==> config.mk <==
export PLATFORM = sky130hd
export DESIGN_NAME = motion_touch_qualifier
export DESIGN_NICKNAME = d
export VERILOG_FILES = /design/src/rtl/core/mtq_pkg.sv /design/src/rtl/core/mtq_cfg_regs.sv /design/src/rtl/core/mtq_qualifier.sv /design/src/rtl/core/motion_touch_qualifier.sv
export SDC_FILE = /design/constraint.sdc
export NUM_CORES = 1
export LEC_CHECK = 0
export BUFFER_PORTS_ARGS = -buffer_cell sky130_fd_sc_hd__buf_4
export CAP_MARGIN = 20
export CORE_MARGIN = 10
export CORE_UTILIZATION = 45
export DETAILED_ROUTE_END_ITERATION = 10
export GPL_TIMING_DRIVEN = 0
export HOLD_SLACK_MARGIN = 0.06
export PLACE_DENSITY = 0.62
export SLEW_MARGIN = 25
export SYNTH_ARGS = -nofsm -noshare
export SYNTH_HDL_FRONTEND = slang
export SYNTH_SLANG_ARGS = --single-unit
==> constraint.sdc <==
create_clock -name clk -period 5.7 [get_ports clk]
set_clock_uncertainty 0.2 [all_clocks]
set_input_delay 1.14 -clock clk [delete_from_list [all_inputs] [get_ports clk]]
set_output_delay 1.14 -clock clk [all_outputs]
set_load 0.02 [all_outputs]
==> src/rtl/core/mtq_pkg.sv <==
// Shared types, constants and register codes for the motion/touch qualifier.
package mtq_pkg;

    // Width of the wrapping millisecond time base
    localparam int TIME_W = 32;
    // Compare width that holds both time values and 32-bit registers
    localparam int WIDE_W = (TIME_W > 32) ? TIME_W : 32;

    // APB register file geometry
    localparam int ADDR_W = 5;
    localparam int DATA_W = 32;

    // Register reset values
    localparam logic [31:0] WARMUP_RST   = 32'd25000;
    localparam logic [31:0] CONFIRM_RST  = 32'd250;
    localparam logic [31:0] HOLD_RST     = 32'd5000;
    localparam logic [31:0] COOLDOWN_RST = 32'd10000;
    localparam logic [15:0] TOUCH_DB_RST = 16'd50;

    typedef logic [TIME_W-1:0] time_t;

    // Register index, taken from paddr word address
    typedef enum logic [2:0] {
        REG_WARMUP   = 3'd0,
        REG_CONFIRM  = 3'd1,
        REG_HOLD     = 3'd2,
        REG_COOLDOWN = 3'd3,
        REG_TOUCH_DB = 3'd4
    } reg_idx_t;

    typedef struct packed {
        logic [31:0] warmup_ms;
        logic [31:0] confirm_ms;
        logic [31:0] hold_ms;
        logic [31:0] cooldown_ms;
        logic [15:0] touch_debounce_ms;
    } cfg_t;

    typedef struct packed {
        logic [31:0] now_ms;
        logic        motion_level;
        logic        touch_level;
    } in_item_t;

    typedef struct packed {
        logic motion_seen;
        logic alarm_on;
        logic touch_seen;
    } out_item_t;

endpackage

==> src/rtl/core/mtq_cfg_regs.sv <==
// APB configuration register file for the motion/touch qualifier.
module mtq_cfg_regs
    import mtq_pkg::*;
(
    input  logic              clk,
    input  logic              rst_n,
    input  logic              psel,
    input  logic              penable,
    input  logic              pwrite,
    input  logic [ADDR_W-1:0] paddr,
    input  logic [DATA_W-1:0] pwdata,
    output logic [DATA_W-1:0] prdata,
    output logic              pready,
    output cfg_t              cfg
);

    cfg_t     cfg_reg;
    cfg_t     cfg_next;
    reg_idx_t idx;
    logic     wr_en;

    assign pready = 1'b1;
    assign idx    = reg_idx_t'(paddr[ADDR_W-1:2]);
    assign wr_en  = psel && penable && pwrite;
    assign cfg    = cfg_reg;

    // Decode the write transaction
    always_comb
    begin
        cfg_next = cfg_reg;
        if (wr_en)
        begin
            unique case (idx)
                REG_WARMUP:   cfg_next.warmup_ms         = pwdata;
                REG_CONFIRM:  cfg_next.confirm_ms        = pwdata;
                REG_HOLD:     cfg_next.hold_ms           = pwdata;
                REG_COOLDOWN: cfg_next.cooldown_ms       = pwdata;
                REG_TOUCH_DB: cfg_next.touch_debounce_ms = pwdata[15:0];
                default:      cfg_next = cfg_reg;
            endcase
        end
    end

    // Hold register values
    always_ff @(posedge clk or negedge rst_n)
    begin
        if (!rst_n)
        begin
            cfg_reg.warmup_ms         <= WARMUP_RST;
            cfg_reg.confirm_ms        <= CONFIRM_RST;
            cfg_reg.hold_ms           <= HOLD_RST;
            cfg_reg.cooldown_ms       <= COOLDOWN_RST;
            cfg_reg.touch_debounce_ms <= TOUCH_DB_RST;
        end
        else
        begin
            cfg_reg <= cfg_next;
        end
    end

    // Return the addressed register
    always_comb
    begin
        unique case (idx)
            REG_WARMUP:   prdata = cfg_reg.warmup_ms;
            REG_CONFIRM:  prdata = cfg_reg.confirm_ms;
            REG_HOLD:     prdata = cfg_reg.hold_ms;
            REG_COOLDOWN: prdata = cfg_reg.cooldown_ms;
            REG_TOUCH_DB: prdata = {16'd0, cfg_reg.touch_debounce_ms};
            default:      prdata = '0;
        endcase
    end

endmodule

==> src/rtl/core/mtq_qualifier.sv <==
// Qualifier state and single-pass update for one sample.
module mtq_qualifier
    import mtq_pkg::*;
(
    input  logic      clk,
    input  logic      rst_n,
    input  logic      fire,
    input  in_item_t  item,
    input  cfg_t      cfg,
    output out_item_t result
);

    logic  motion_timing_reg, motion_timing_next;
    time_t motion_start_reg,  motion_start_next;
    time_t trigger_time_reg,  trigger_time_next;
    time_t alarm_end_reg,     alarm_end_next;
    logic  touch_timing_reg,  touch_timing_next;
    time_t touch_start_reg,   touch_start_next;
    logic  motion_flag_reg,   motion_flag_next;
    logic  alarm_flag_reg,    alarm_flag_next;
    logic  touch_flag_reg,    touch_flag_next;

    time_t now;
    logic  watched;
    logic  motion_done;
    logic  touch_done;
    logic  hold_done;
    logic  new_trigger;

    assign now = TIME_W'(item.now_ms);

    // Compare elapsed times in parallel
    always_comb
    begin
        watched = (WIDE_W'(now) >= WIDE_W'(cfg.warmup_ms)) &&
                  (WIDE_W'(time_t'(now - alarm_end_reg)) >= WIDE_W'(cfg.cooldown_ms));
        motion_done = WIDE_W'(time_t'(now - motion_start_reg)) >= WIDE_W'(cfg.confirm_ms);
        hold_done   = WIDE_W'(time_t'(now - trigger_time_reg)) >= WIDE_W'(cfg.hold_ms);
        touch_done  = WIDE_W'(time_t'(now - touch_start_reg)) >=
                      WIDE_W'(cfg.touch_debounce_ms);
    end

    // Advance motion, alarm and touch state
    always_comb
    begin
        motion_timing_next = motion_timing_reg;
        motion_start_next  = motion_start_reg;
        trigger_time_next  = trigger_time_reg;
        alarm_end_next     = alarm_end_reg;
        touch_timing_next  = touch_timing_reg;
        touch_start_next   = touch_start_reg;
        motion_flag_next   = motion_flag_reg;
        alarm_flag_next    = alarm_flag_reg;
        touch_flag_next    = touch_flag_reg;
        new_trigger        = 1'b0;

        if (watched && item.motion_level)
        begin
            if (!motion_timing_reg)
            begin
                motion_timing_next = 1'b1;
                motion_start_next  = now;
            end
            else if (motion_done && !alarm_flag_reg)
            begin
                motion_flag_next  = 1'b1;
                trigger_time_next = now;
                alarm_flag_next   = 1'b1;
                new_trigger       = 1'b1;
            end
        end
        else
        begin
            motion_timing_next = 1'b0;
            motion_start_next  = '0;
            motion_flag_next   = 1'b0;
        end

        // A fresh trigger has zero elapsed time, so it expires only on zero hold
        if (new_trigger ? (cfg.hold_ms == 32'd0) : (alarm_flag_reg && hold_done))
        begin
            alarm_flag_next = 1'b0;
            alarm_end_next  = now;
        end

        if (item.touch_level)
        begin
            if (!touch_timing_reg)
            begin
                touch_timing_next = 1'b1;
                touch_start_next  = now;
            end
            else if (touch_done)
            begin
                touch_flag_next = 1'b1;
            end
        end
        else
        begin
            touch_timing_next = 1'b0;
            touch_start_next  = '0;
            touch_flag_next   = 1'b0;
        end
    end

    assign result.motion_seen = motion_flag_next;
    assign result.alarm_on    = alarm_flag_next;
    assign result.touch_seen  = touch_flag_next;

    // Hold state, update on each processed sample
    always_ff @(posedge clk or negedge rst_n)
    begin
        if (!rst_n)
        begin
            motion_timing_reg <= 1'b0;
            motion_start_reg  <= '0;
            trigger_time_reg  <= '0;
            alarm_end_reg     <= '0;
            touch_timing_reg  <= 1'b0;
            touch_start_reg   <= '0;
            motion_flag_reg   <= 1'b0;
            alarm_flag_reg    <= 1'b0;
            touch_flag_reg    <= 1'b0;
        end
        else if (fire)
        begin
            motion_timing_reg <= motion_timing_next;
            motion_start_reg  <= motion_start_next;
            trigger_time_reg  <= trigger_time_next;
            alarm_end_reg     <= alarm_end_next;
            touch_timing_reg  <= touch_timing_next;
            touch_start_reg   <= touch_start_next;
            motion_flag_reg   <= motion_flag_next;
            alarm_flag_reg    <= alarm_flag_next;
            touch_flag_reg    <= touch_flag_next;
        end
    end

endmodule

==> src/rtl/core/motion_touch_qualifier.sv <==
// Motion/touch qualifier top level: input register, update logic, result register.
// Path: a sample accepted into the input register is processed once the result register
// is free or being emptied, and its flags are then captured in the result register.
// Throughput: one sample per cycle while out_ready stays high; the state update between
// the input and result registers is a single pass of subtract-and-compare logic.
// Reset: rst_n clears all timing state, flags and pipeline valids, and loads the
// configuration registers with their default values.
module motion_touch_qualifier
    import mtq_pkg::*;
(
    input  logic              clk,
    input  logic              rst_n,
    input  logic              in_valid,
    output logic              in_ready,
    input  in_item_t          in_data,
    output logic              out_valid,
    input  logic              out_ready,
    output out_item_t         out_data,
    input  logic              psel,
    input  logic              penable,
    input  logic              pwrite,
    input  logic [ADDR_W-1:0] paddr,
    input  logic [DATA_W-1:0] pwdata,
    output logic [DATA_W-1:0] prdata,
    output logic              pready
);

    in_item_t  in_reg;
    logic      in_vld_reg,  in_vld_next;
    out_item_t out_reg;
    logic      out_vld_reg, out_vld_next;
    out_item_t result;
    cfg_t      cfg;
    logic      out_free;
    logic      fire;
    logic      in_take;

    mtq_cfg_regs u_cfg (
        .clk     (clk),
        .rst_n   (rst_n),
        .psel    (psel),
        .penable (penable),
        .pwrite  (pwrite),
        .paddr   (paddr),
        .pwdata  (pwdata),
        .prdata  (prdata),
        .pready  (pready),
        .cfg     (cfg)
    );

    mtq_qualifier u_qual (
        .clk    (clk),
        .rst_n  (rst_n),
        .fire   (fire),
        .item   (in_reg),
        .cfg    (cfg),
        .result (result)
    );

    // Pipeline handshake
    assign out_free  = !out_vld_reg || out_ready;
    assign fire      = in_vld_reg && out_free;
    assign in_ready  = !in_vld_reg || out_free;
    assign in_take   = in_valid && in_ready;
    assign out_valid = out_vld_reg;
    assign out_data  = out_reg;

    always_comb
    begin
        in_vld_next = in_vld_reg;
        if (in_take)
            in_vld_next = 1'b1;
        else if (fire)
            in_vld_next = 1'b0;

        out_vld_next = out_vld_reg;
        if (fire)
            out_vld_next = 1'b1;
        else if (out_ready)
            out_vld_next = 1'b0;
    end

    // Hold valids
    always_ff @(posedge clk or negedge rst_n)
    begin
        if (!rst_n)
        begin
            in_vld_reg  <= 1'b0;
            out_vld_reg <= 1'b0;
        end
        else
        begin
            in_vld_reg  <= in_vld_next;
            out_vld_reg <= out_vld_next;
        end
    end

    // Capture payloads
    always_ff @(posedge clk)
    begin
        if (in_take)
            in_reg <= in_data;
        if (fire)
            out_reg <= result;
    end

    // A processed sample always lands in the result register
    a_fire_lands: assert property (@(posedge clk) disable iff (!rst_n)
        fire |=> out_vld_reg)
        else $error("processed sample did not reach result register");

    // A low motion line never reports confirmed motion
    a_motion_low: assert property (@(posedge clk) disable iff (!rst_n)
        (fire && !in_reg.motion_level) |=> !out_reg.motion_seen)
        else $error("motion reported on low motion line");

    // A low touch line never reports a touch
    a_touch_low: assert property (@(posedge clk) disable iff (!rst_n)
        (fire && !in_reg.touch_level) |=> !out_reg.touch_seen)
        else $error("touch reported on low touch line");

endmodule

# Word level (Yosys, flattened, before mapping)
# Index checks and enable logic that the tools add are counted.
# Widths: inputs -> output; s select.
[totals] regBits=316 in_bits=78 output_inout_bits=38 word_cells=88
[classes] n_addsub=4 n_lt_le_gt_ge=5 n_eq_ne=6 n_mux=25 reduce_logical=26
[ops] operator="$pmux 32 s5" count=1
[ops] operator="$ge 32x32->1" count=4
[ops] operator="$mux 32" count=4
[ops] operator="$sub 32x32->32" count=4
[ops] operator="$ge 32x16->1" count=1
[ops] operator="$logic_not 32->1" count=1
[ops] operator="$mux 1" count=20
[ops] operator="$reduce_and 2->1" count=8
[ops] operator="$logic_and 1x1->1" count=8
[ops] operator="$eq 3x2->1 const B" count=2
[ops] operator="$ne 2x2->1 const B" count=2
[ops] operator="$reduce_and 4->1" count=1
[ops] operator="$reduce_bool 2->1" count=2
[ops] operator="$eq 3x1->1 const B" count=1
[ops] operator="$eq 3x3->1 const B" count=1
[ops] operator="$logic_not 1->1" count=3
[ops] operator="$logic_not 3->1" count=1
[ops] operator="$logic_or 1x1->1" count=2

# Depth between registers and ports, before layout
# Gate-level depths: netlist of the first run.
[logic_depth] depth_word=8 depth_mapped=26

# Cells and area by module
# From an unflattened synthesis of the first run, not the netlist that was laid out.
[hier_totals] cells_unflattened=2424 hier_area_um2=23717.7
[modules_own_cells] module="mtq_qualifier" instances=1 cells_each=1949 area_each_um2=15990.3 seq_area_each_um2=3328.2
[modules_own_cells] module="mtq_cfg_regs" instances=1 cells_each=430 area_each_um2=6512.5 seq_area_each_um2=3634.7
[modules_own_cells] module="motion_touch_qualifier" instances=1 cells_each=45 area_each_um2=1214.9 seq_area_each_um2=1161.1

# Least setup slack after synthesis of the first run
# OpenSTA, ideal clock, no wires.
[synth_path] path_type="register to register" from="register in_reg[2] (netlist bit)" to="register u_qual.alarm_end_reg[21]" arrival_time_ns=4.933 t_required_ns=5.375 setup_slack_ns=0.442 stages_incl_launch_ff=24 n_path_buf=1 period_less_slack_ns=5.258 cell_sequence="edfxtp_1 -> inv_1 -> ha_1 -> inv_1 -> fa_1 -> a211oi_1 -> o21ai_0 -> a31oi_1 -> nor3b_1 -> nor3_1 -> o311ai_0 -> a21o_1 -> a221o_1 -> a21oi_1 -> xnor2_1 -> ha_1 -> a21o_1 -> a211oi_1 -> nor2_1 -> nor4_1 -> a22oi_2 -> a32o_2 -> buf_6 -> mux2_4"
[synth_between] elab_chain_len=8 elab_cells_between_ends=16
[synth_lines] element="start, declared" line_no="motion_touch_qualifier.sv:28" text="in_item_t in_reg;"
[synth_lines] element="start signal, assigned" line_no="motion_touch_qualifier.sv:102" text="in_reg <= in_data;"
[synth_lines] element="$sub 32x32->32" line_no="mtq_qualifier.sv:37" text="motion_done = WIDE_W'(time_t'(now - motion_start_reg)) >= WIDE_W'(cfg.confirm_ms);"
[synth_lines] element="$ge 32x32->1" line_no="mtq_qualifier.sv:37"
[synth_lines] element="$logic_and 1x1->1" line_no="mtq_qualifier.sv:64" text="else if (motion_done && !alarm_flag_reg)"
[synth_lines] element="$mux 1" line_no="mtq_qualifier.sv:64"
[synth_lines] element="$mux 1" line_no="mtq_qualifier.sv:59" text="if (!motion_timing_reg)"
[synth_lines] element="$mux 1" line_no="mtq_qualifier.sv:57" text="if (watched && item.motion_level)"
[synth_lines] element="$mux 1 (*)" line_no="mtq_qualifier.sv:80" text="if (new_trigger ? (cfg.hold_ms == 32'd0) : (alarm_flag_reg && hold_done))"
[synth_lines] element="$reduce_and 2->1 (no source line) (*)"
[synth_lines] element="end signal, assigned" line_no="mtq_qualifier.sv:130" text="alarm_end_reg <= alarm_end_next;"
[synth_lines] element="end, declared" line_no="mtq_qualifier.sv:16" text="time_t alarm_end_reg, alarm_end_next;"
# Mark *: on every way between the ends. The rest lies on a longest branch, timed or not.
# A chain may end at the register's enable or synchronous reset.

# Worst setup path in the final report of the first run
[layout_path] from="register in_reg[2] (netlist bit)" to="register u_qual.alarm_end_reg[7]"
# The elaborated chain is that of the path after synthesis.

==> results of run 1 <==
kinds of logic (layout without fill, tap and decap cells):
group	count (synthesis)	in the layout
buffers and inverters	371	634
flip-flops	316	316
multiplexers	135	135
other	1	1
adder cells (fa/ha/maj)	272	272
AND/OR/NAND/NOR	498	498
AO/OA/AOI/OAI	686	686
XOR/XNOR	99	99
path summary, 6_finish.rpt:
path | from | to | slack (ns)
min | rst_n | u_qual.touch_start_reg[18]$_DFFE_PN0P_ | 0.22
min in group clk | in_vld_reg$_DFFE_PN0P_ | out_valid$_DFFE_PN0P_ | 0.29
max reg2reg | in_reg[2]$_DFFE_PP_ | u_qual.alarm_end_reg[7]$_DFFE_PN0P_ | -0.16
max in group asynchronous | rst_n | u_cfg.cfg[115]$_DFFE_PN1P_ | 3.35
min reg2reg | in_vld_reg$_DFFE_PN0P_ | out_valid$_DFFE_PN0P_ | 0.29
max | in_reg[2]$_DFFE_PP_ | u_qual.alarm_end_reg[7]$_DFFE_PN0P_ | -0.16
cells in the mapped netlist, drive strengths merged (5+ instances only):
| cell | instances |
|---|---|
| a22oi | 33 |
| o21a | 28 |
| a22o | 65 |
| nand3 | 28 |
| mux2 | 116 |
| nand2 | 179 |
| edfxtp | 37 |
| a311oi | 5 |
| a2111oi | 13 |
| o21bai | 16 |
| a31oi | 14 |
| o31ai | 5 |
| o22ai | 20 |
| clkbuf | 59 |
| o211ai | 12 |
| mux4 | 16 |
| xnor2 | 68 |
| nor2 | 90 |
| inv | 293 |
| dfrtp | 254 |
| o21ai | 190 |
| or3 | 8 |
| and4 | 6 |
| buf | 19 |
| o2111ai | 7 |
| nand2b | 25 |
| nor2b | 47 |
| dfstp | 25 |
| or2 | 10 |
| and2 | 6 |
| and3 | 13 |
| nand4 | 34 |
| ha | 268 |
| a21oi | 136 |
| a211oi | 18 |
| xor2 | 31 |
| a21o | 92 |
| nor3 | 26 |
| nor4 | 15 |
layer usage:
layer | vias to the layer above | wire length, um | share of wire [%] | GRT usage, %
li1 | 8984 | - | - | -
met1 | 9158 | 31800 | 45 | 31.4
met2 | 532 | 31800 | 45 | 36.6
met3 | 108 | 4060 | 5.8 | 3.55
met4 | 2 | 2320 | 3.3 | 8.29
met5 | - | 11 | 0.016 | 0
layout make-up:
class	instances	area, um2	share of cell area (%)
clock inverter	24	274	1.01
timing repair buffer	187	1760	6.47
buffer	78	462	1.70
tap	672	841	3.09
inverter	293	1100	4.06
clock buffer	52	1130	4.15
multi-input combinational	1691	13500	49.6
sequential	316	8120	29.9
through the flow:
step           utilization (%)  instance area [um2]  setup WS, ns
3_3_place_gp              48.7                24300         -1.30
5_1_grt                   54.4                27200        -0.293
6_report                  54.4                27200        -0.162
2_1_floorplan                -                22700         0.442
3_5_place_dp              49.0                24500         -1.30
4_1_cts                   53.5                26700       -0.0696
where the power goes:
| part | leakage [nW] | switching (mW) | internal, mW |
|---|---|---|---|
| clock network | 0.691 | 1.08 | 1.64 |
| logic | 7.89 | 2.76 | 2.39 |
| registers | 3.80 | 0.401 | 2.78 |
worst max-delay path, delay by kind of cell, from the launching register on:
family | cells | cell delay (ns)
AO/OA/AOI/OAI | 13 | 2.52
buffers and inverters | 7 | 0.87
adder cells (fa/ha/maj) | 3 | 0.72
flip-flops | 1 | 0.52
AND/OR/NAND/NOR | 3 | 0.47
multiplexers | 1 | 0.29
XOR/XNOR | 1 | 0.11
what timing repair did:
action,4_1_cts,5_1_grt
endpoints found under the setup margin,101,102
pin swaps,31,70
gates resized for setup,91,51
setup buffers,47,18
hold endpoints to repair,0,0
gates cloned,5,4
==> out/results.env, run 1 <==
STATUS='finished with violations'
FAILED_CHECKS='setup timing'
CLOCK.FMAX_GHz=0.171
CTS_ROOT_BUF='clkbuf_16'
WORST_SETUP_PATH_START_KIND='flip-flop'
WORSTHOLDPATHTYPE='in2async'
YS_SEQ_ELEMENTS=316
VIAS_PER_CELL=5.67
NUMBER_OF_BUFFERS_ADDED_BY_THE_CLOCK_TREE_SYNTHESIS_STEP=41
PIN_COUNT_OF_THE_BIGGEST_NET_ENTERING_GLOBAL_ROUTING=76
COUNT_OF_FLIP_FLOPS_WITH_A_BUILT_IN_ENABLE_AFTER_SYNTHESIS=37
PLACE_HPWL_MM=53.1
ASYNC_FLOP_SHARE_PCT=88.3
POSTLAYOUTSETUPSLACKWORST_NS=-0.162
POWER-PER-CELL-AREA_nW_PER_UM2=406
TIMING.CRITICAL_PATH.ARRIVAL_NS=6.12
NETLIST.AREA_LEADER.SHARE_PCT=28.0
ROUTER_ITERATIONS_BEFORE_ANTENNA_REPAIR=5
SYNTH.CELL_AREA_UM2=22700
IO_PINS=116
RSZ0062_AT_GRT='true'
VIAS=18800
SYNTH_TOP_FAMILY_BY_AREA='compound AO/OA/AOI/OAI gates'
PORT-BUFFER-COUNT=110
REG2REGPATHDEPTH=28
FIN_CRIT_SHARE_PCT=103
ANT_NETS=0
EFFECTIVE_UTILIZATION_AT_FLOORPLAN_PCT=45.4
YOSYS.AREA_SHARE.ADDER_PCT=15.2
SYNTH_COMPOUND_GATE_AREA_SHARE_PCT=19.7
P_TOTAL_mW=11.0
SETUP_TOTAL_NEGATIVE_SLACK_NS=-6.40
DIE-AREA_UM2=59700
FIN_CRIT_NS=5.86
PLACE.GP.CONGESTION=0.915
CRIT_PATH_TOP_DELAY_CELL='edfxtp_1'
DRT_WL_TOTAL_MM=70.1
NUM_ROWS=82
YS_TYPES=79
SYNTHTOPCELLSBYAREA='dfrtp_1 28%, ha_1 15%, edfxtp_1 4.9%'
CRITPATHCAPTURETYPE='flip-flop'
LARGEST_REGISTER_FF_COUNT=144
CTS.SINK_COUNT=316
CRITPATHKIND='reg2reg'
SYNTH.AVG_CELL_AREA_UM2=9.53
GRT_ANTENNA_BEFORE_REPAIR=1
FINAL_MAX_SLEW_VIOL_COUNT=0
TIMING.CRITICAL_PATH.SLOWEST_CELL_DELAY_NS=0.52
AVGROUTEDWIREPERCELL_UM=21.1
POST_ROUTE_CELLS_DRIVE_ABOVE_1_SHARE_PCT=19.2
CLK_PATH_BUF_DEPTH=3
TRITONCTS='yes'
DP.CELLS=3166
DETAIL_ROUTE.ITER0.VIOLATIONS=1204
HTREEDEPTH=2
CORE_UM2=50000
DIE_X_UM=244
POST_SYNTH_AND_OR_NAND_NOR_AREA_FRACTION_PCT=10.7
IRDROPWORSTVDD_mV=0.212
MOSTFREQUENTLAYOUTCELL='inv_1'
FINAL-HOLD-VIOLATION-COUNT=0
YS.FLOP_TYPE='dfrtp_1'
POST-SYNTH-TOP-AREA-CELL='dfrtp_1'
DIODES=0
HOLD_WS_NS=0.225
POSTSYNTHNETCOUNT=2728
OVERFLOW=0
DIE_Y_UM=244
SYNTH-SEQ-AREA-SHARE_PCT=35.9
TIMING.MAX_CAP.VIOLATIONS=0
CELLLEAKAGEPOWER_nW=12.4
TIMING.FINAL.SETUP_VIOLATIONS=63
CRIT_TOP_CELL='buf_12'
FINISH.NET_COUNT=2958
HOLDBUFCOUNTCTS=0
CLOCK_INSERTION_DELAY_WORST_SKEW_NS=0.59
SYNTH_MUX_AREA_SHARE_PCT=8.30
SYNTHCELLS=2378
MAX_SLEW.WORST_PIN.SLEW_NS=0.898
GRT_PASS1_WL_MM=108
LAYOUT.CELLS.MOST_COMMON_LIST='290 x inv_1, 266 x ha_1, 254 x dfrtp_1, 178 x nand2_1, 177 x o21ai_0'
TRACK_USAGE_PCT=23.0
POST-ROUTE-DRC-COUNT=0
SYNTH-XOR-AREA-SHARE_PCT=3.83
SYNTH_WARNINGS=0
GRT_PASS1_VIAS=19100
FILLERS=4457
SLEW_HEADROOM_PCT=38.6
CRITICAL_PATH_MAXIMUM_FANOUT=8
LAYOUT_AREA_OVERHEAD_PCT=20.0
FIN_CELLS=3313
PATH_CLK_SLEW_NS=0.06
CRITICAL_PATH_RT_NS=5.95
Note: power is estimated with default switching activity, not from simulation.
==> run 2: changes to the inputs <==
--- a/config.mk
+++ b/config.mk
@@ -16,4 +16,5 @@
 export SLEW_MARGIN = 25
 export SYNTH_ARGS = -nofsm -noshare
 export SYNTH_HDL_FRONTEND = slang
+export SYNTH_HIERARCHICAL = 1
 export SYNTH_SLANG_ARGS = --single-unit
==> out/results.env, run 2 <==
GRT_PASS1_VIAS=19600
LARGEST_REGISTER_FF_COUNT=144
AVGROUTEDWIREPERCELL_UM=21.6
ANT_NETS=0
SYNTH.CELL_AREA_UM2=23700
SYNTH_MOST_COMMON_CELL='inv_1'
GRT_ANTENNA_BEFORE_REPAIR=2
PIN_COUNT_OF_THE_BIGGEST_NET_ENTERING_GLOBAL_ROUTING=96
SETUP_TOTAL_NEGATIVE_SLACK_NS=0
MAXUSEDROUTINGLAYER='met5'
DETAILROUTE.WIRELENGTH.MET2_MM=33.4
SYNTHTOPCELLSBYAREA='dfrtp_1 27%, ha_1 14%, mux2_2 8.6%'
FINAL-HOLD-VIOLATION-COUNT=0
ROUTER_ITERATIONS_BEFORE_ANTENNA_REPAIR=8
CORE_UM2=52300
YS_TYPES=88
POST-SYNTH-TOP-AREA-CELL='dfrtp_1'
HTREEDEPTH=2
LAYOUT.CELLS.MOST_COMMON_LIST='291 x inv_1, 267 x ha_1, 254 x dfrtp_1, 182 x mux2_2, 176 x buf_4'
DIE_X_UM=250
MOSTFREQUENTLAYOUTCELL='inv_1'
COUNT_OF_FLIP_FLOPS_WITH_A_BUILT_IN_ENABLE_AFTER_SYNTHESIS=37
SYNTH_WARNINGS=6
PLACE_HPWL_MM=55.1
LAYOUT_AREA_OVERHEAD_PCT=16.6
GRT_PASS1_WL_MM=112
TRACK_USAGE_PCT=22.6
CRITICAL_PATH_MAXIMUM_FANOUT=10
STATUS='finished, final reports clean'
DETAIL_ROUTE.ITER0.VIOLATIONS=1624
CTS_ROOT_BUF='clkbuf_16'
DIE-AREA_UM2=62300
IRDROPWORSTVDD_mV=0.292
YS_SEQ_ELEMENTS=316
FIN_CRIT_SHARE_PCT=98.5
ROUTE.LAYER.MET1.WL_MM=33.4
SYNTH-SEQ-AREA-SHARE_PCT=34.3
OVERFLOW=0
FIN_CELLS=3360
TRITONCTS='yes'
POST-ROUTE-DRC-COUNT=0
FIN_CRIT_NS=5.61
CRITPATHCAPTURETYPE='flip-flop'
ASYNC_FLOP_SHARE_PCT=88.3
VIAS_PER_CELL=5.79
SYNTHCELLS=2424
SYNTH_TOP_CELLS_BY_COUNT='292 x inv_1, 268 x ha_1, 254 x dfrtp_1'
TIMING.MAX_CAP.VIOLATIONS=0
CELLLEAKAGEPOWER_nW=12.7
CRITICAL_PATH_RT_NS=5.97
CLOCK_INSERTION_DELAY_WORST_SKEW_NS=0.60
VIAS=19500
FINISH.NET_COUNT=2992
POSTSYNTHNETCOUNT=2774
HOLDBUFCOUNTCTS=0
EFFECTIVE_UTILIZATION_AT_FLOORPLAN_PCT=45.3
CLK_PATH_BUF_DEPTH=3
IO_PINS=116
WORST_SETUP_PATH_START_KIND='flip-flop'
WORSTHOLDPATHTYPE='in2async'
POWER-PER-CELL-AREA_nW_PER_UM2=457
YS.FLOP_TYPE='dfrtp_1'
CLOCK.FMAX_GHz=0.178
CTS.SINK_COUNT=316
WL_MET3_MM=3.89
SYNTH.AVG_CELL_AREA_UM2=9.78
NUM_ROWS=84
FINAL_CORE_UTILIZATION_PCT=52.9
NETLIST.AREA_LEADER.SHARE_PCT=26.8
NUMBER_OF_BUFFERS_ADDED_BY_THE_CLOCK_TREE_SYNTHESIS_STEP=40
CRITPATHKIND='reg2reg'
POST_ROUTE_CELLS_DRIVE_ABOVE_1_SHARE_PCT=22.8
PORT-BUFFER-COUNT=111
PLACE.GP.CONGESTION=0.904
FINAL_MAX_SLEW_VIOL_COUNT=0
DRT_WL_TOTAL_MM=72.7
DIODES=0
TIMING.CRITICAL_PATH.ARRIVAL_NS=5.88
DIE_Y_UM=250
TIMING.FINAL.SETUP_VIOLATIONS=0
MAX_SLEW.WORST_PIN.SLEW_NS=0.902
PATH_CLK_SLEW_NS=0.06
SLEW_HEADROOM_PCT=39.6
DP.CELLS=3226
[run 2: final cells by class]
type	instances	area [um2]
flip-flops and latches	316	8120
multi-input cells	1719	14200
clock buffers	52	1090
inverters	293	1100
well taps	688	861
fillers	4744	24700
plain buffers	96	529
clock inverters	20	273
repair buffers	176	1460
[run 2: per-stage QoR]
step           cell area [um2]  setup slack, ns  total power, mW  hold slack, ns
6_report                 27700           0.0853             12.6           0.260
4_1_cts                  27300        0.0000697             12.5           0.253
2_1_floorplan            23700            0.649             7.95           0.264
3_3_place_gp             25400            -1.17             9.41           0.278
3_5_place_dp             25500           -0.885             9.67           0.283
5_1_grt                  27700          -0.0769             13.6           0.289
[run 2: report_power, final]
| part | switching [mW] | internal [mW] | total (mW) |
|---|---|---|---|
| Sequential | 0.465 | 2.86 | 3.32 |
| Clock | 1.09 | 1.55 | 2.64 |
| Combinational | 3.72 | 2.97 | 6.68 |
| Total | 5.27 | 7.37 | 12.6 |
[run 2: cells by family after synthesis]
logic type / count (synthesis) / synth area share (%)
XOR/XNOR: 106 / 3.91
AND/OR/NAND/NOR: 536 / 11.7
AO/OA/AOI/OAI: 576 / 17.5
multiplexers: 228 / 11.5
flip-flops: 316 / 34.3
other: 1 / 0.0158
buffers and inverters: 389 / 6.72
adder cells (fa/ha/maj): 272 / 14.5
[run 2: path summary, 6_finish.rpt]
check	from	endpoint	slack, ns	cells after the start
setup / recovery	in_reg[6]$_DFFE_PP_	u_qual/alarm_end_reg[25]$_DFFE_PN0P_	0.09	22
hold / removal	rst_n	u_cfg/cfg[80]$_DFFE_PN0P_	0.26	1
setup reg to reg	in_reg[6]$_DFFE_PP_	u_qual/alarm_end_reg[25]$_DFFE_PN0P_	0.09	22
hold reg to reg	u_qual/trigger_time_reg[17]$_DFFE_PN0P_	u_qual/trigger_time_reg[17]$_DFFE_PN0P_	0.29	1
max in group asynchronous	rst_n	in_vld_reg$_DFFE_PN0P_	3.93	3
min in group clk	u_qual/trigger_time_reg[17]$_DFFE_PN0P_	u_qual/trigger_time_reg[17]$_DFFE_PN0P_	0.29	1
[run 2: repair_timing]
action	CTS	global route
gates cloned	0	1
gates resized for setup	33	40
pin swaps	7	20
buffers inserted	34	27
setup endpoints to repair	100	98
[run 2: per-layer routing]
metal	vias up	GRT usage, %
li1	9197	-
met1	9589	30.8
met2	558	36.5
met3	104	2.96
met4	2	6.86
met5	-	0
[run 2: worst max-delay path, stage by stage, from the launching register on]
cell and delay, ns:
edfxtp_1 0.50, buf_4 0.20, buf_4 0.14, ha_1 0.34
and4_1 0.26, a21oi_2 0.25, a31oi_2 0.19, o21ai_2 0.29
a21oi_4 0.12, a211o_1 0.34, a21oi_2 0.15, xnor2_1 0.11
ha_1 0.32, nand4_1 0.14, or4_4 0.61, or2_4 0.26
o32ai_4 0.24, buf_12 0.16, o211ai_1 0.11, buf_4 0.20
buf_2 0.19, nand2_1 0.11, o211ai_2 0.07
==> run 3: changes to the inputs <==
--- a/config.mk
+++ b/config.mk
@@ -7,6 +7,7 @@
 export LEC_CHECK = 0
 export BUFFER_PORTS_ARGS = -buffer_cell sky130_fd_sc_hd__buf_4
 export CAP_MARGIN = 20
+export CORE_ASPECT_RATIO = 0.7
 export CORE_MARGIN = 10
 export CORE_UTILIZATION = 45
 export DETAILED_ROUTE_END_ITERATION = 10
==> out/results.env, run 3 (synthesized netlist as in run 2, its figures left out) <==
TIMING.CRITICAL_PATH.ARRIVAL_NS=5.83
CTS.SINK_COUNT=316
P_TOTAL_mW=12.6
MULTIINPUTGATEAREA_UM2=14200
GRT_PASS1_WL_MM=115
CORE_UM2=52200
P_SWITCHING_mW=5.33
PWR-SHARE-CLK_PCT=19.8
CRITPATHKIND='reg2reg'
FIN_CRIT_SHARE_PCT=97.8
VIAS=19800
COMB_POWER_SHARE_PCT=53.9
R2R_START='in_reg[11]$_DFFE_PP_'
FILLERS=4627
OVERFLOW=0
POST_ROUTE_CELLS_DRIVE_ABOVE_1_SHARE_PCT=22.6
CRITPATHCAPTURETYPE='flip-flop'
P_INT_mW=7.27
FINAL-HOLD-VIOLATION-COUNT=0
GRT_PASS1_VIAS=19500
CELLLEAKAGEPOWER_nW=12.7
CLOCK_INSERTION_DELAY_WORST_SKEW_NS=0.58
SWSHARE_PCT=42.3
DIE_Y_UM=212
IRDROPWORSTVDD_mV=0.285
NUM_ROWS=70
TIMING.MAX_CAP.VIOLATIONS=0
HTREEDEPTH=2
POWER-PER-CELL-AREA_nW_PER_UM2=456
CRITICAL_PATH_RT_NS=5.96
AVGROUTEDWIREPERCELL_UM=22.6
WORST-PATH-BUF-INV=4
FINAL_MAX_SLEW_VIOL_COUNT=0
POST-ROUTE-DRC-COUNT=0
PATH_CELLS='buf_4 > ha_1 > nand2_1 > o21ai_0 > a211oi_1 > a31oi_4 > a41o_4 > a21oi_2 > or2_2 > o21ai_1 > xor2_1 > ha_1 > nand2_1 > nor3_2 > and2_4 > a221o_1 > a21oi_1 > o211ai_1 > and3_1 > buf_6 > nand4_4 > buf_12 > buf_6 > mux2_2'
FIN_CRIT_NS=5.58
SLEW_HEADROOM_PCT=32.2
WORST_SETUP_PATH_START_KIND='flip-flop'
TRITONCTS='yes'
SETUP_TOTAL_NEGATIVE_SLACK_NS=0
PIN_COUNT_OF_THE_BIGGEST_NET_ENTERING_GLOBAL_ROUTING=80
SEQCELLAREA_UM2=8120
TRACK_USAGE_PCT=23.7
VIAS_PER_CELL=5.90
LAYOUT_AREA_OVERHEAD_PCT=16.6
IO_PINS=116
MAX_SLEW.WORST_PIN.SLEW_NS=0.992
MOSTFREQUENTLAYOUTCELL='inv_1'
STATUS='finished, final reports clean'
PATH_CLK_SLEW_NS=0.06
DRT_WL_TOTAL_MM=75.8
LAYOUT.CELLS.MOST_COMMON_LIST='291 x inv_1, 268 x ha_1, 254 x dfrtp_1, 182 x mux2_2, 165 x buf_4'
TIMING.CRITICAL_PATH.SLOWEST_CELL_DELAY_NS=0.39
ROUTER_ITERATIONS_BEFORE_ANTENNA_REPAIR=6
DETAIL_ROUTE.ITER0.VIOLATIONS=1957
PLACE_HPWL_MM=57.7
ANT_NETS=0
CLOCK.FMAX_GHz=0.179
CLK_PATH_BUF_DEPTH=3
FINISH.NET_COUNT=2989
CRIT_PATH_TOP_DELAY_CELL='ha_1'
POWER.SHARE.SEQUENTIAL_PCT=26.2
HOLDBUFCOUNTCTS=0
LARGEST_REGISTER_FF_COUNT=144
EFFECTIVE_UTILIZATION_AT_FLOORPLAN_PCT=45.4
NUMBER_OF_BUFFERS_ADDED_BY_THE_CLOCK_TREE_SYNTHESIS_STEP=38
CRIT_PATH_START='in_reg[11]$_DFFE_PP_'
DIE_X_UM=294
TIMING.FINAL.SETUP_VIOLATIONS=0
PORT-BUFFER-COUNT=111
WORSTHOLDPATHTYPE='reg2reg'
PLACE.GP.CONGESTION=0.913
CRITICAL-PATH-TOP-DELAY-FAMILY='compound AO/OA/AOI/OAI gates'
CRITICAL_PATH_MAXIMUM_FANOUT=10
CTS_ROOT_BUF='clkbuf_16'
GRT_ANTENNA_BEFORE_REPAIR=5
WORSTHOLDSTART='u_qual/trigger_time_reg[19]$_DFFE_PN0P_'
DIODES=0
DIE-AREA_UM2=62400
RRSETUPSLACK_NS=0.12
run 3: changes by cell type in the layout (fill, tap and decap cells not counted), sizes merged:
| cell | previous run | this run |
|---|---|---|
| buf | 227 | 225 |
| bufinv | 4 | 3 |
| clkbuf | 97 | 96 |
| clkinvlp | 1 | 2 |
run 3: path summary, 6_finish.rpt:
path / depth (start not counted) / to
max: 24 / u_qual/trigger_time_reg[5]$_DFFE_PN0P_
min: 1 / u_qual/trigger_time_reg[19]$_DFFE_PN0P_
max reg2reg: 24 / u_qual/trigger_time_reg[5]$_DFFE_PN0P_
min reg2reg: 1 / u_qual/trigger_time_reg[19]$_DFFE_PN0P_
max in group asynchronous: 3 / u_cfg/cfg[106]$_DFFE_PN0P_
min in group asynchronous: 1 / u_qual/touch_start_reg[7]$_DFFE_PN0P_
run 3: through the flow:
step	util, %	worst slack [ns]	hold WS, ns	std cells	cell area (um2)
2_1_floorplan	-	0.649	0.264	2424	23700
3_3_place_gp	48.7	-0.991	0.278	3219	25400
3_5_place_dp	48.9	-0.876	0.281	3224	25500
4_1_cts	52.0	-0.0132	0.303	3326	27200
5_1_grt	53.0	-0.0970	0.311	3353	27700
6_report	53.0	0.124	0.299	3353	27700
run 3: cell type report:
type                       count  share of cell area [%]
multi-input combinational   1719                    51.5
clock inverter                20                   0.760
tap                          684                    3.09
timing repair buffer         175                    5.63
buffer                        96                    1.90
inverter                     293                    3.99
clock buffer                  50                    3.75
sequential                   316                    29.4
run 3: power by group through the flow:
stage          clock network, mW  logic, mW  registers [mW]
3_5_place_dp                   0       6.36            3.35
3_3_place_gp                   0       6.13            3.33
2_1_floorplan                  0       4.80            3.15
6_report                    2.50       6.80            3.31
5_1_grt                     2.63       7.54            3.37
4_1_cts                     2.54       6.51            3.31
run 3: metal layers:
| metal | wire length [um] | GRT usage, % | up-vias |
|---|---|---|---|
| met1 | 37500 | 36.0 | 9822 |
| li1 | - | - | 9198 |
| met5 | 27 | 0 | - |
| met3 | 5600 | 4.36 | 93 |
| met2 | 31400 | 34.3 | 651 |
| met4 | 1320 | 4.74 | 4 |
run 3: repair_timing:
action                     CTS  global route
cloned                       0             2
gates resized for setup     26            42
pin swaps                    5            15
setup buffers               32            25
setup endpoints to repair  100            99
